===== src/rtl/wcra_pkg.sv =====
`timescale 1ns / 1ps
package wcra_pkg;

  localparam int MAX_WINDOW_DEF = 16;
  localparam int COORD_BITS_DEF = 10;
  localparam int RADIUS_BITS    = 9;
  localparam int WIN_W          = 5;
  localparam logic [WIN_W-1:0] WIN_RESET = 5'd15;

  localparam int PADDR_W   = 3;
  localparam int PDATA_W   = 32;
  localparam logic [0:0] REG_WINDOW = 1'b0;

  typedef enum logic [1:0] {
    ST_IDLE,
    ST_SUM,
    ST_DIV,
    ST_LOAD
  } wcra_state_e;

  typedef struct packed {
    logic accept;
    logic rd_issue;
    logic div_load;
    logic div_step;
    logic load;
  } wcra_cmd_t;

  typedef struct packed {
    logic rd_pending;
    logic sum_done;
    logic div_done;
    logic out_free;
  } wcra_sts_t;

endpackage


===== src/rtl/wcra_ctrl.sv =====
`timescale 1ns / 1ps
module wcra_ctrl
  import wcra_pkg::*;
(
  input  logic      clk_i,
  input  logic      rst_ni,
  input  logic      in_valid_i,
  input  wcra_sts_t sts_i,
  output logic      in_ready_o,
  output wcra_cmd_t cmd_o
);

  wcra_state_e state_q, state_d;

  always_ff @(posedge clk_i or negedge rst_ni) begin
    if (!rst_ni) begin
      state_q <= ST_IDLE;
    end else begin
      state_q <= state_d;
    end
  end

  always_comb begin
    state_d = state_q;
    case (state_q)
      ST_IDLE: begin
        if (in_valid_i) state_d = ST_SUM;
      end
      ST_SUM: begin
        if (sts_i.sum_done) state_d = ST_DIV;
      end
      ST_DIV: begin
        if (sts_i.div_done) state_d = ST_LOAD;
      end
      ST_LOAD: begin
        if (sts_i.out_free) state_d = ST_IDLE;
      end
      default: begin
        state_d = ST_IDLE;
      end
    endcase
  end

  always_comb begin
    cmd_o      = '0;
    in_ready_o = 1'b0;
    case (state_q)
      ST_IDLE: begin
        in_ready_o   = 1'b1;
        cmd_o.accept = in_valid_i;
      end
      ST_SUM: begin
        cmd_o.rd_issue = sts_i.rd_pending;
        cmd_o.div_load = sts_i.sum_done;
      end
      ST_DIV: begin
        cmd_o.div_step = !sts_i.div_done;
      end
      ST_LOAD: begin
        cmd_o.load = sts_i.out_free;
      end
      default: begin
        cmd_o = '0;
      end
    endcase
  end

endmodule


===== src/rtl/wcra_dp.sv =====
`timescale 1ns / 1ps
module wcra_dp
  import wcra_pkg::*;
#(
  parameter int MAX_WINDOW = MAX_WINDOW_DEF,
  parameter int COORD_BITS = COORD_BITS_DEF
) (
  input  logic                   clk_i,
  input  logic                   rst_ni,
  input  wcra_cmd_t              cmd_i,
  output wcra_sts_t              sts_o,
  input  logic [WIN_W-1:0]       window_i,
  input  logic [COORD_BITS-1:0]  center_x_i,
  input  logic [COORD_BITS-1:0]  center_y_i,
  input  logic [RADIUS_BITS-1:0] circle_radius_i,
  input  logic                   m_ready_i,
  output logic                   m_valid_o,
  output logic [COORD_BITS-1:0]  mean_x_o,
  output logic [COORD_BITS-1:0]  mean_y_o,
  output logic [RADIUS_BITS-1:0] mean_radius_o
);

  localparam int CNT_W  = $clog2(MAX_WINDOW + 1);
  localparam int PTR_W  = $clog2(MAX_WINDOW);
  localparam int LANE_W = (COORD_BITS > RADIUS_BITS) ? COORD_BITS : RADIUS_BITS;
  localparam int SUM_W  = LANE_W + CNT_W;
  localparam int ENT_W  = 2 * COORD_BITS + RADIUS_BITS;
  localparam int DCNT_W = $clog2(SUM_W + 1);
  localparam int CMP_W  = (CNT_W > WIN_W) ? CNT_W : WIN_W;

  logic [ENT_W-1:0] mem_q [MAX_WINDOW];
  logic [ENT_W-1:0] rdata_q;

  logic [PTR_W-1:0]  wptr_q, rd_addr_q;
  logic [CNT_W-1:0]  seen_q, seen_new, count_q, count_d, rd_cnt_q;
  logic              acc_vld_q, m_valid_q;
  logic [SUM_W-1:0]  sum_q [3];
  logic [SUM_W-1:0]  quo_q [3];
  logic [CNT_W-1:0]  rem_q [3];
  logic [SUM_W-1:0]  quo_d [3];
  logic [CNT_W-1:0]  rem_d [3];
  logic [DCNT_W-1:0] div_cnt_q;
  logic [CMP_W-1:0]  win_ext, span, seen_ext, cnt_sel;
  logic              count_zero;

  assign seen_new = (seen_q < CNT_W'(MAX_WINDOW)) ? seen_q + 1'b1 : seen_q;

  always_comb begin
    win_ext  = CMP_W'(window_i);
    span     = (win_ext > CMP_W'(MAX_WINDOW)) ? CMP_W'(MAX_WINDOW) : win_ext;
    seen_ext = CMP_W'(seen_new);
    cnt_sel  = (span < seen_ext) ? span : seen_ext;
    count_d  = CNT_W'(cnt_sel);
  end

  assign count_zero = (count_q == '0);

  always_ff @(posedge clk_i) begin
    if (cmd_i.accept) begin
      mem_q[wptr_q] <= {circle_radius_i, center_y_i, center_x_i};
    end
    if (cmd_i.rd_issue) begin
      rdata_q <= mem_q[rd_addr_q];
    end
  end

  always_ff @(posedge clk_i or negedge rst_ni) begin
    if (!rst_ni) begin
      wptr_q    <= '0;
      seen_q    <= '0;
      count_q   <= '0;
      rd_cnt_q  <= '0;
      rd_addr_q <= '0;
      acc_vld_q <= 1'b0;
      div_cnt_q <= '0;
      m_valid_q <= 1'b0;
    end else begin
      acc_vld_q <= cmd_i.rd_issue;
      if (cmd_i.accept) begin
        wptr_q    <= (wptr_q == PTR_W'(MAX_WINDOW - 1)) ? '0 : wptr_q + 1'b1;
        seen_q    <= seen_new;
        count_q   <= count_d;
        rd_cnt_q  <= '0;
        rd_addr_q <= wptr_q;
      end
      if (cmd_i.rd_issue) begin
        rd_cnt_q  <= rd_cnt_q + 1'b1;
        rd_addr_q <= (rd_addr_q == '0) ? PTR_W'(MAX_WINDOW - 1) : rd_addr_q - 1'b1;
      end
      if (cmd_i.div_load) begin
        div_cnt_q <= '0;
      end else if (cmd_i.div_step) begin
        div_cnt_q <= div_cnt_q + 1'b1;
      end
      if (cmd_i.load) begin
        m_valid_q <= 1'b1;
      end else if (m_ready_i) begin
        m_valid_q <= 1'b0;
      end
    end
  end

  always_comb begin
    logic [CNT_W:0] trial;
    logic           ge;
    for (int l = 0; l < 3; l++) begin
      trial    = {rem_q[l], quo_q[l][SUM_W-1]};
      ge       = (trial >= {1'b0, count_q});
      rem_d[l] = ge ? CNT_W'(trial - {1'b0, count_q}) : trial[CNT_W-1:0];
      quo_d[l] = {quo_q[l][SUM_W-2:0], ge};
    end
  end

  always_ff @(posedge clk_i) begin
    if (cmd_i.accept) begin
      for (int l = 0; l < 3; l++) sum_q[l] <= '0;
    end else if (acc_vld_q) begin
      sum_q[0] <= sum_q[0] + SUM_W'(rdata_q[COORD_BITS-1:0]);
      sum_q[1] <= sum_q[1] + SUM_W'(rdata_q[2*COORD_BITS-1:COORD_BITS]);
      sum_q[2] <= sum_q[2] + SUM_W'(rdata_q[ENT_W-1:2*COORD_BITS]);
    end
    if (cmd_i.div_load) begin
      for (int l = 0; l < 3; l++) begin
        quo_q[l] <= sum_q[l];
        rem_q[l] <= '0;
      end
    end else if (cmd_i.div_step) begin
      for (int l = 0; l < 3; l++) begin
        quo_q[l] <= quo_d[l];
        rem_q[l] <= rem_d[l];
      end
    end
    if (cmd_i.load) begin
      mean_x_o      <= count_zero ? '0 : quo_q[0][COORD_BITS-1:0];
      mean_y_o      <= count_zero ? '0 : quo_q[1][COORD_BITS-1:0];
      mean_radius_o <= count_zero ? '0 : quo_q[2][RADIUS_BITS-1:0];
    end
  end

  assign sts_o.rd_pending = (rd_cnt_q != count_q);
  assign sts_o.sum_done   = (rd_cnt_q == count_q) && !acc_vld_q;
  assign sts_o.div_done   = (div_cnt_q == DCNT_W'(SUM_W));
  assign sts_o.out_free   = !m_valid_q || m_ready_i;
  assign m_valid_o        = m_valid_q;

  a_count_range: assert property (@(posedge clk_i) disable iff (!rst_ni)
    (count_q <= CNT_W'(MAX_WINDOW)) && (count_q <= seen_q))
    else $error("averaging count exceeds stored entries");

  a_issue_bound: assert property (@(posedge clk_i) disable iff (!rst_ni)
    cmd_i.rd_issue |-> (rd_cnt_q != count_q))
    else $error("history read past averaging count");

  a_load_free: assert property (@(posedge clk_i) disable iff (!rst_ni)
    cmd_i.load |-> (!m_valid_q || m_ready_i))
    else $error("result overwritten while still pending");

  a_load_valid: assert property (@(posedge clk_i) disable iff (!rst_ni)
    cmd_i.load |=> m_valid_q)
    else $error("loaded result not presented");

endmodule


===== src/rtl/windowed_center_radius_average_core.sv =====
`timescale 1ns / 1ps
// Windowed mean of detected circles.
// Input stream: one item per detected circle, tdata holds center_x, center_y
// and circle_radius. Output stream: one item per input with the truncated
// means over the last window_length entries (or all entries seen while fewer
// have arrived). Window zero yields all-zero means; windows above MAX_WINDOW
// are clamped.
// APB register 0 (byte address 0): window_length, 5 bits, reset 15.
// Flow: the item is accepted, the history is summed through the single memory
// read port, the sums are divided by the count in three radix-2 divider lanes
// that share one step counter (SUM_W = max(COORD_BITS, 9) +
// clog2(MAX_WINDOW+1), 15 at defaults), and the quotients are loaded into the
// output register. One item is in work at a time and the next is accepted in
// the cycle the result appears.
// Reset clears the pointers, the entry count and the output valid; history
// memory needs no clear since only written entries are read.
// When the receiver stalls, the result is held in the output register while
// the next item is accepted and worked; that item waits before loading.
module windowed_center_radius_average_core
  import wcra_pkg::*;
#(
  parameter int MAX_WINDOW = MAX_WINDOW_DEF,
  parameter int COORD_BITS = COORD_BITS_DEF
) (
  input  logic                 clk_i,
  input  logic                 rst_ni,
  input  logic                 s_axis_tvalid,
  output logic                 s_axis_tready,
  // center_x, center_y, circle_radius, zero padding
  input  logic [((2*COORD_BITS+RADIUS_BITS+7)/8)*8-1:0] s_axis_tdata,
  output logic                 m_axis_tvalid,
  input  logic                 m_axis_tready,
  // mean_x, mean_y, mean_radius, zero padding
  output logic [((2*COORD_BITS+RADIUS_BITS+7)/8)*8-1:0] m_axis_tdata,
  input  logic                 psel,
  input  logic                 penable,
  input  logic                 pwrite,
  input  logic [PADDR_W-1:0]   paddr,
  input  logic [PDATA_W-1:0]   pwdata,
  output logic [PDATA_W-1:0]   prdata,
  output logic                 pready
);

  localparam int FLD_W   = 2 * COORD_BITS + RADIUS_BITS;
  localparam int TDATA_W = ((FLD_W + 7) / 8) * 8;

  logic [WIN_W-1:0]       window_q;
  wcra_cmd_t              cmd;
  wcra_sts_t              sts;
  logic [COORD_BITS-1:0]  mean_x, mean_y;
  logic [RADIUS_BITS-1:0] mean_radius;

  assign pready = 1'b1;

  always_ff @(posedge clk_i or negedge rst_ni) begin
    if (!rst_ni) begin
      window_q <= WIN_RESET;
    end else if (psel && penable && pwrite && pready && (paddr[2] == REG_WINDOW)) begin
      window_q <= pwdata[WIN_W-1:0];
    end
  end

  assign prdata = (paddr[2] == REG_WINDOW) ? PDATA_W'(window_q) : '0;

  wcra_ctrl u_ctrl (
    .clk_i      (clk_i),
    .rst_ni     (rst_ni),
    .in_valid_i (s_axis_tvalid),
    .sts_i      (sts),
    .in_ready_o (s_axis_tready),
    .cmd_o      (cmd)
  );

  wcra_dp #(
    .MAX_WINDOW (MAX_WINDOW),
    .COORD_BITS (COORD_BITS)
  ) u_dp (
    .clk_i           (clk_i),
    .rst_ni          (rst_ni),
    .cmd_i           (cmd),
    .sts_o           (sts),
    .window_i        (window_q),
    .center_x_i      (s_axis_tdata[COORD_BITS-1:0]),
    .center_y_i      (s_axis_tdata[2*COORD_BITS-1:COORD_BITS]),
    .circle_radius_i (s_axis_tdata[FLD_W-1:2*COORD_BITS]),
    .m_ready_i       (m_axis_tready),
    .m_valid_o       (m_axis_tvalid),
    .mean_x_o        (mean_x),
    .mean_y_o        (mean_y),
    .mean_radius_o   (mean_radius)
  );

  assign m_axis_tdata = TDATA_W'({mean_radius, mean_y, mean_x});

endmodule

===== config.mk =====
export PLATFORM = sky130hd
export DESIGN_NAME = windowed_center_radius_average_core
export DESIGN_NICKNAME = d
export VERILOG_FILES = /design/src/rtl/wcra_pkg.sv /design/src/rtl/wcra_ctrl.sv /design/src/rtl/wcra_dp.sv /design/src/rtl/windowed_center_radius_average_core.sv
export SDC_FILE = /design/constraint.sdc
export NUM_CORES = 1
export LEC_CHECK = 0
export BUFFER_PORTS_ARGS = -buffer_cell sky130_fd_sc_hd__buf_2
export CELL_PAD_IN_SITES_DETAIL_PLACEMENT = 1
export CELL_PAD_IN_SITES_GLOBAL_PLACEMENT = 1
export CORE_MARGIN = 8
export CORE_UTILIZATION = 29
export DETAILED_ROUTE_END_ITERATION = 7
export GPL_TIMING_DRIVEN = 1
export PLACE_DENSITY_LB_ADDON = 0.08
export SYNTH_ARGS = -nofsm -noshare
export SYNTH_HDL_FRONTEND = slang
export SYNTH_SLANG_ARGS = --single-unit
export TNS_END_PERCENT = 50

===== constraint.sdc =====
create_clock -name clk_i -period 4.2 [get_ports clk_i]
set_input_delay 0.21 -clock clk_i [delete_from_list [all_inputs] [get_ports clk_i]]
set_output_delay 0.21 -clock clk_i [all_outputs]
set_load 0.01 [all_outputs]

# Yosys cells after proc, flatten, opt, wreduce, memory -nomap -nowiden
# Memories as Yosys holds them, arrays and structs flattened. A register that Yosys moved wholly into a read port is not among the register bits.
# Index checks and enable logic that the tools add are counted.
[op_classes]
n_addsub = 11
multipliers = 0
div = 0
magnitude_cmp = 6
eq_ne = 11
shifts = 0
muxes = 46
bitwise_logic = 10
n_reduce_logical = 15
[ops]
columns = ["operator", "count"]
rows = [
  ["15-bit two-way mux", 6],
  ["5-bit two-way mux", 12],
  ["15-bit by 10-bit adder with 15-bit output", 2],
  ["4-bit two-way mux", 6],
  ["6-bit by 5-bit greater-or-equal comparator with 1-bit output", 3],
  ["1-bit two-way mux", 16],
  ["15-bit by 9-bit adder with 15-bit output", 1],
  ["5-bit subtractor", 3],
  ["5-bit by 1-bit adder with 5-bit output (second input constant)", 2],
  ["2-bit two-way mux", 5],
  ["1-bit bitwise OR", 9],
  ["4-bit by 1-bit adder with 4-bit output (second input constant)", 2],
  ["4-bit == test (second input constant)", 2],
  ["2-bit one-hot mux with 4 select lines", 1],
  ["2-bit by 1-bit != test with 1-bit output (second input constant)", 3],
  ["2-bit nonzero test", 3],
  ["5-bit == test", 1],
  ["5-bit > comparator (second input constant)", 1],
  ["5-bit zero test", 1],
  ["5-bit < comparator", 1],
  ["5-bit < comparator (second input constant)", 1],
  ["5-bit != test", 1],
  ["2-bit == test (second input constant)", 2],
  ["1-bit logical AND", 4],
  ["other kinds (9)", 11],
]
[word_totals]
register_bits = 65
latch_bits = 0
mem_bits_rw = 569
romBits = 0
in_bits = 74
memories = 4
[mem_list]
columns = ["memory", "words", "word_bits", "read_ports", "rd_ports_with_merged_regs", "wr", "line", "text"]
rows = [
  ["u_dp.mem_q", 16, 29, 1, 1, 1, "wcra_dp.sv:31", "logic [ENT_W-1:0] mem_q [MAX_WINDOW];"],
  ["u_dp.quo_q", 3, 15, 3, 0, 3, "wcra_dp.sv:38", "logic [SUM_W-1:0] quo_q [3];"],
  ["u_dp.sum_q", 3, 15, 3, 0, 3, "wcra_dp.sv:37", "logic [SUM_W-1:0] sum_q [3];"],
  ["u_dp.rem_q", 3, 5, 3, 0, 3, "wcra_dp.sv:39", "logic [CNT_W-1:0] rem_q [3];"],
]

# Depth between registers and ports, before layout
[logic_depth]
word_depth = 7
ltp_mapped = 10

# Modules after synthesis
# Synthesis repeated with hierarchy kept, for this count alone.
[unflattened]
hier_cells = 1614
area_unflattened_um2 = 28158.3
[modules_own_cells]
columns = ["mod", "instances", "cells_per_inst", "area_per_inst_um2", "seq_area_each_um2"]
rows = [
  ["wcra_dp", 1, 1544, 27440.1, 19553.8],
  ["windowed_center_radius_average_core", 1, 49, 494.2, 130.1],
  ["wcra_ctrl", 1, 21, 224.0, 50.0],
]

# Worst setup path after synthesis
# Ideal clock, no wire load.
[synth_timing]
path_kind = "register to register"
start = "register u_dp.count_q[0]"
end = "memory u_dp.quo_q[0][0] in the netlist's numbering (enable)"
setup_ps = 428
t_arrival_ps = 2977
slack_ps = 796
stages_incl_launch_ff = 6
n_path_buf = 1
cell_sequence = "dfrtp_1 xor2_1 or2_0 clkbuf_1 nor4_1 nand2b_1"
[synth_rtl]
columns = ["element", "line", "text"]
rows = [
  ["start, declared", "wcra_dp.sv:35", "logic [CNT_W-1:0] seen_q, seen_new, count_q, count_d, rd_cnt_q;"],
  ["start signal, assigned", "wcra_dp.sv:82", "count_q <= count_d;"],
  ["end, declared", "wcra_dp.sv:38", ""],
]

==> flow_metrics.tcl <==
set metrics [dict create \
    hold_violations 0 \
    grt_max_degree 64 \
    post_drt_wl_per_cell_um 23.49 \
    cts-htree-levels 3 \
    grt_pass1_wl_mm 107.0 \
    cts_buffer_depth 3 \
    nNetsFinal 1868 \
    ant_nets 0 \
    required_ns 4.52 \
    area_delta_synth_final_pct 17.90 \
    seqPwrFrac 0.398 \
    finalCritPeriodShare 0.7190 \
    clock.fmax_mhz 331.2 \
    async_reset_ff_frac 0.05430 \
    rsz0062_at_grt "false" \
    syn_area_sq_um 28100 \
    detail_route.vias_per_cell 4.716 \
    synthFlopType "edfxtp_1" \
    slew_violations 0 \
    min_period_ns 3.020 \
    vdd_drop_max_uv 307.1 \
    cts_tree "yes" \
    io_pins 141 \
    clkPwrFrac 0.274 \
    drive_gt1_frac 0.2585 \
    switching_share 0.3311 \
    dieArea_sq_um 107100 \
    initial_core_util 0.2914 \
    hold_depth 3 \
    coreArea_sq_um 96420 \
    min_path_type "in2reg" \
    synth_fa_ha_area_frac 0.03099 \
    hpwlAfterDp_mm 44.13 \
    drt-total-wl_mm 72.06 \
    yosysUniqueCellTypes 63 \
    drc_errors 0 \
    p_leak_nw 11.18 \
    num_rows 114 \
    status "finished clean" \
    clkTransAtPathRegs_ns 0.06 \
    avgSynthCellArea_sq_um 18.14 \
    synth_top_family_by_area "multiplexers" \
    worstMarginPinSlew_ns 1.054 \
    placedCellCount 2886 \
    start_kind "flop" \
    grt_pass1_vias 15890 \
    powerDensity_nw_per_um2 757.6 \
    port_buffers 77 \
    ys_ff_latch 663 \
    cts-root-buf "clkbuf_16" \
    die_height_um 327.3 \
    cts_inserted_buffers 80 \
    crit_path_end_kind "flop" \
    placed_area_sq_um 30170 \
    firstDrtPassIters 4 \
    yosys_warnings 0 \
    grt_overflow 0 \
    gr-usage-all-layers 0.1335 \
    netlist_instances 1549 \
    yosys.area_share.simple 0.05460 \
    switching_power_mw 8.309 \
    p_comb_frac 0.328 \
    antenna_found_initial 6 \
    drv_cap 0 \
    maxSlewHeadroom 0.2930 \
    cp_max_fo 26 \
    yosysSeqAreaShare 0.7024 \
    final_area_sq_um 33130 \
    die_w_um 327.3 \
    synth_compound_area_frac 0.03656 \
    synthMuxAreaShare 0.1415 \
    synthXorXnorAreaFrac 0.01153 \
    cts_sinks 663 \
    vias 14470 \
    routabilityCongestion 0.7422 \
    reg2reg_depth 5 \
    worstSetupPathType "reg2reg" \
    setup_viol 0 \
    internal-power_mw 16.79 \
    synth_edf_count 627 \
    finalNonFillerCells 3068 \
    setup_tns_ns 0 \
    cp.arrival_ns 3.34 \
    cts_resized 0 \
    first_iter_violations 705 \
    fin_skew_ns 0.02175 \
    clk_latency_ns 0.64 \
]
[cell usage after synthesis, drive strengths merged, types with 4 or more instances]
cell type  instances  area share
nor2              69      0.0092
a21boi             4      0.0011
nand2b            16      0.0036
clkbuf            35      0.0047
inv               33      0.0044
or3                8      0.0018
o21bai             4      0.0011
nor2b             47       0.010
buf               55       0.013
fa                 6      0.0043
nor3              13      0.0023
xor2              19      0.0059
o31a               5      0.0016
nand3b             4      0.0011
a211oi            15      0.0040
mux2i             17      0.0061
xnor2             18      0.0056
a221oi             4      0.0012
dfstp              4      0.0037
mux2              48       0.019
nand4              6      0.0013
o21a               7      0.0019
nand4b             5      0.0016
and3              14      0.0031
edfxtp           627        0.67
mux4             145        0.12
dfrtp             32       0.029
nand3             21      0.0037
nor3b              7      0.0019
a21o               6      0.0016
nand2             49      0.0065
a21oi             32      0.0057
and2              23      0.0051
nor4               7      0.0016
a221o              4      0.0014
ha                60       0.027
a31oi              6      0.0013
o21ai             46      0.0083
[final cells by class]
cell class / count / area (sq um)
fillers: 9699 / 63300
flip-flops and latches: 663 / 19740
multi-input cells: 792 / 7881
clock buffers: 96 / 2105
well taps: 1276 / 1597
repair buffers: 158 / 1184
clock inverters: 49 / 490.5
inverters: 33 / 123.9
diodes: 1 / 2.502
[final timing paths]
path,slack (ns),start,to
max,1.18,u_dp.count_q[1],u_dp.quo_q[0][26]
min,0.16,pwrite,window_q[4]
max reg2reg,1.18,u_dp.count_q[1],u_dp.quo_q[0][26]
min reg2reg,0.53,u_dp.seen_q[3],u_dp.seen_q[3]
max in group asynchronous,3.24,rst_ni,u_dp.rd_addr_q[1]
min in group asynchronous,0.27,rst_ni,window_q[4]
[power groups by stage]
stage	combinational (mW)	sequential (mW)	clock, mW
global placement	8.38	10.1	0
finish	8.24	9.98	6.88
CTS	8.53	10.0	7.14
global route	9.22	10.2	7.34
floorplan	6.13	9.53	0
detailed placement	8.47	10.2	0
[cells in the final DEF (no fill, tap or decap), types with 15 or more instances in the layout]
| cell type | netlist | routed |
|---|---|---|
| edfxtp_1 | 627 | 627 |
| mux4_2 | 145 | 145 |
| clkbuf_16 | 0 | 82 |
| buf_2 | 12 | 77 |
| nor2_1 | 69 | 68 |
| ha_1 | 60 | 60 |
| nand2_1 | 49 | 49 |
| nor2b_1 | 47 | 47 |
| mux2_2 | 45 | 45 |
| o21ai_0 | 45 | 45 |
| buf_4 | 31 | 37 |
| dlygate4sd3_1 | 0 | 36 |
| inv_1 | 33 | 33 |
| a21oi_1 | 32 | 32 |
| conb_1 | 2 | 31 |
| dfrtp_1 | 32 | 28 |
| nand3_1 | 21 | 21 |
| xor2_1 | 19 | 19 |
| xnor2_1 | 18 | 18 |
| mux2i_1 | 17 | 17 |
| clkinv_2 | 0 | 17 |
| a211oi_1 | 15 | 15 |
[logic make-up (layout without fill, tap and decap cells)]
logic type,count (synthesis),in the layout
adder cells (fa/ha/maj),66,66
multiplexers,210,210
flip-flops,663,663
AND/OR/NAND/NOR,294,294
AO/OA/AOI/OAI,154,154
other,2,32
buffers and inverters,123,336
XOR/XNOR,37,37
[through the flow]
step,hold slack (ns),power (mW),worst slack [ns],utilization
2_1_floorplan,-0.08559,15.66,0.7956,-
4_1_cts,0.1212,25.72,1.080,0.3435
3_3_place_gp,0.3934,18.52,1.079,0.3129
6_report,0.1583,25.10,1.180,0.3436
3_5_place_dp,0.3968,18.64,1.081,0.3129
5_1_grt,0.1919,26.73,0.8734,0.3435
[timing repair]
item / CTS / global route
setup buffers: 0 / 0
endpoints found under the hold margin: 502 / 0
hold buffers: 36 / 0
[metal layers]
layer / part of all wire / global-route usage / vias up
met3: 0.038 / 0.02357 / 100
met4: 0.023 / 0.03599 / 0
met1: 0.45 / 0.1786 / 7629
met2: 0.49 / 0.2238 / 241
met5: 0 / 0 / -
li1: - / - / 6498
[worst max-delay path, stage by stage, from the launching register on]
cell	delay, ns
dfrtp_1	0.60
xnor2_1	0.17
nand3_1	0.29
nor4_1	0.66
nand2b_2	0.70
buf_12	0.27
[sequential cells by signal, summed over array words and instances (netlist names), 9 cells and up]
name,flops
u_dp.mean_x_o,10
u_dp.sum_q,45
u_dp.mem_q,464
u_dp.rdata_q,29
u_dp.mean_radius_o,9
u_dp.quo_q,45
u_dp.rem_q,15
u_dp.mean_y_o,10
No activity file was read; power rests on OpenSTA's default activity.
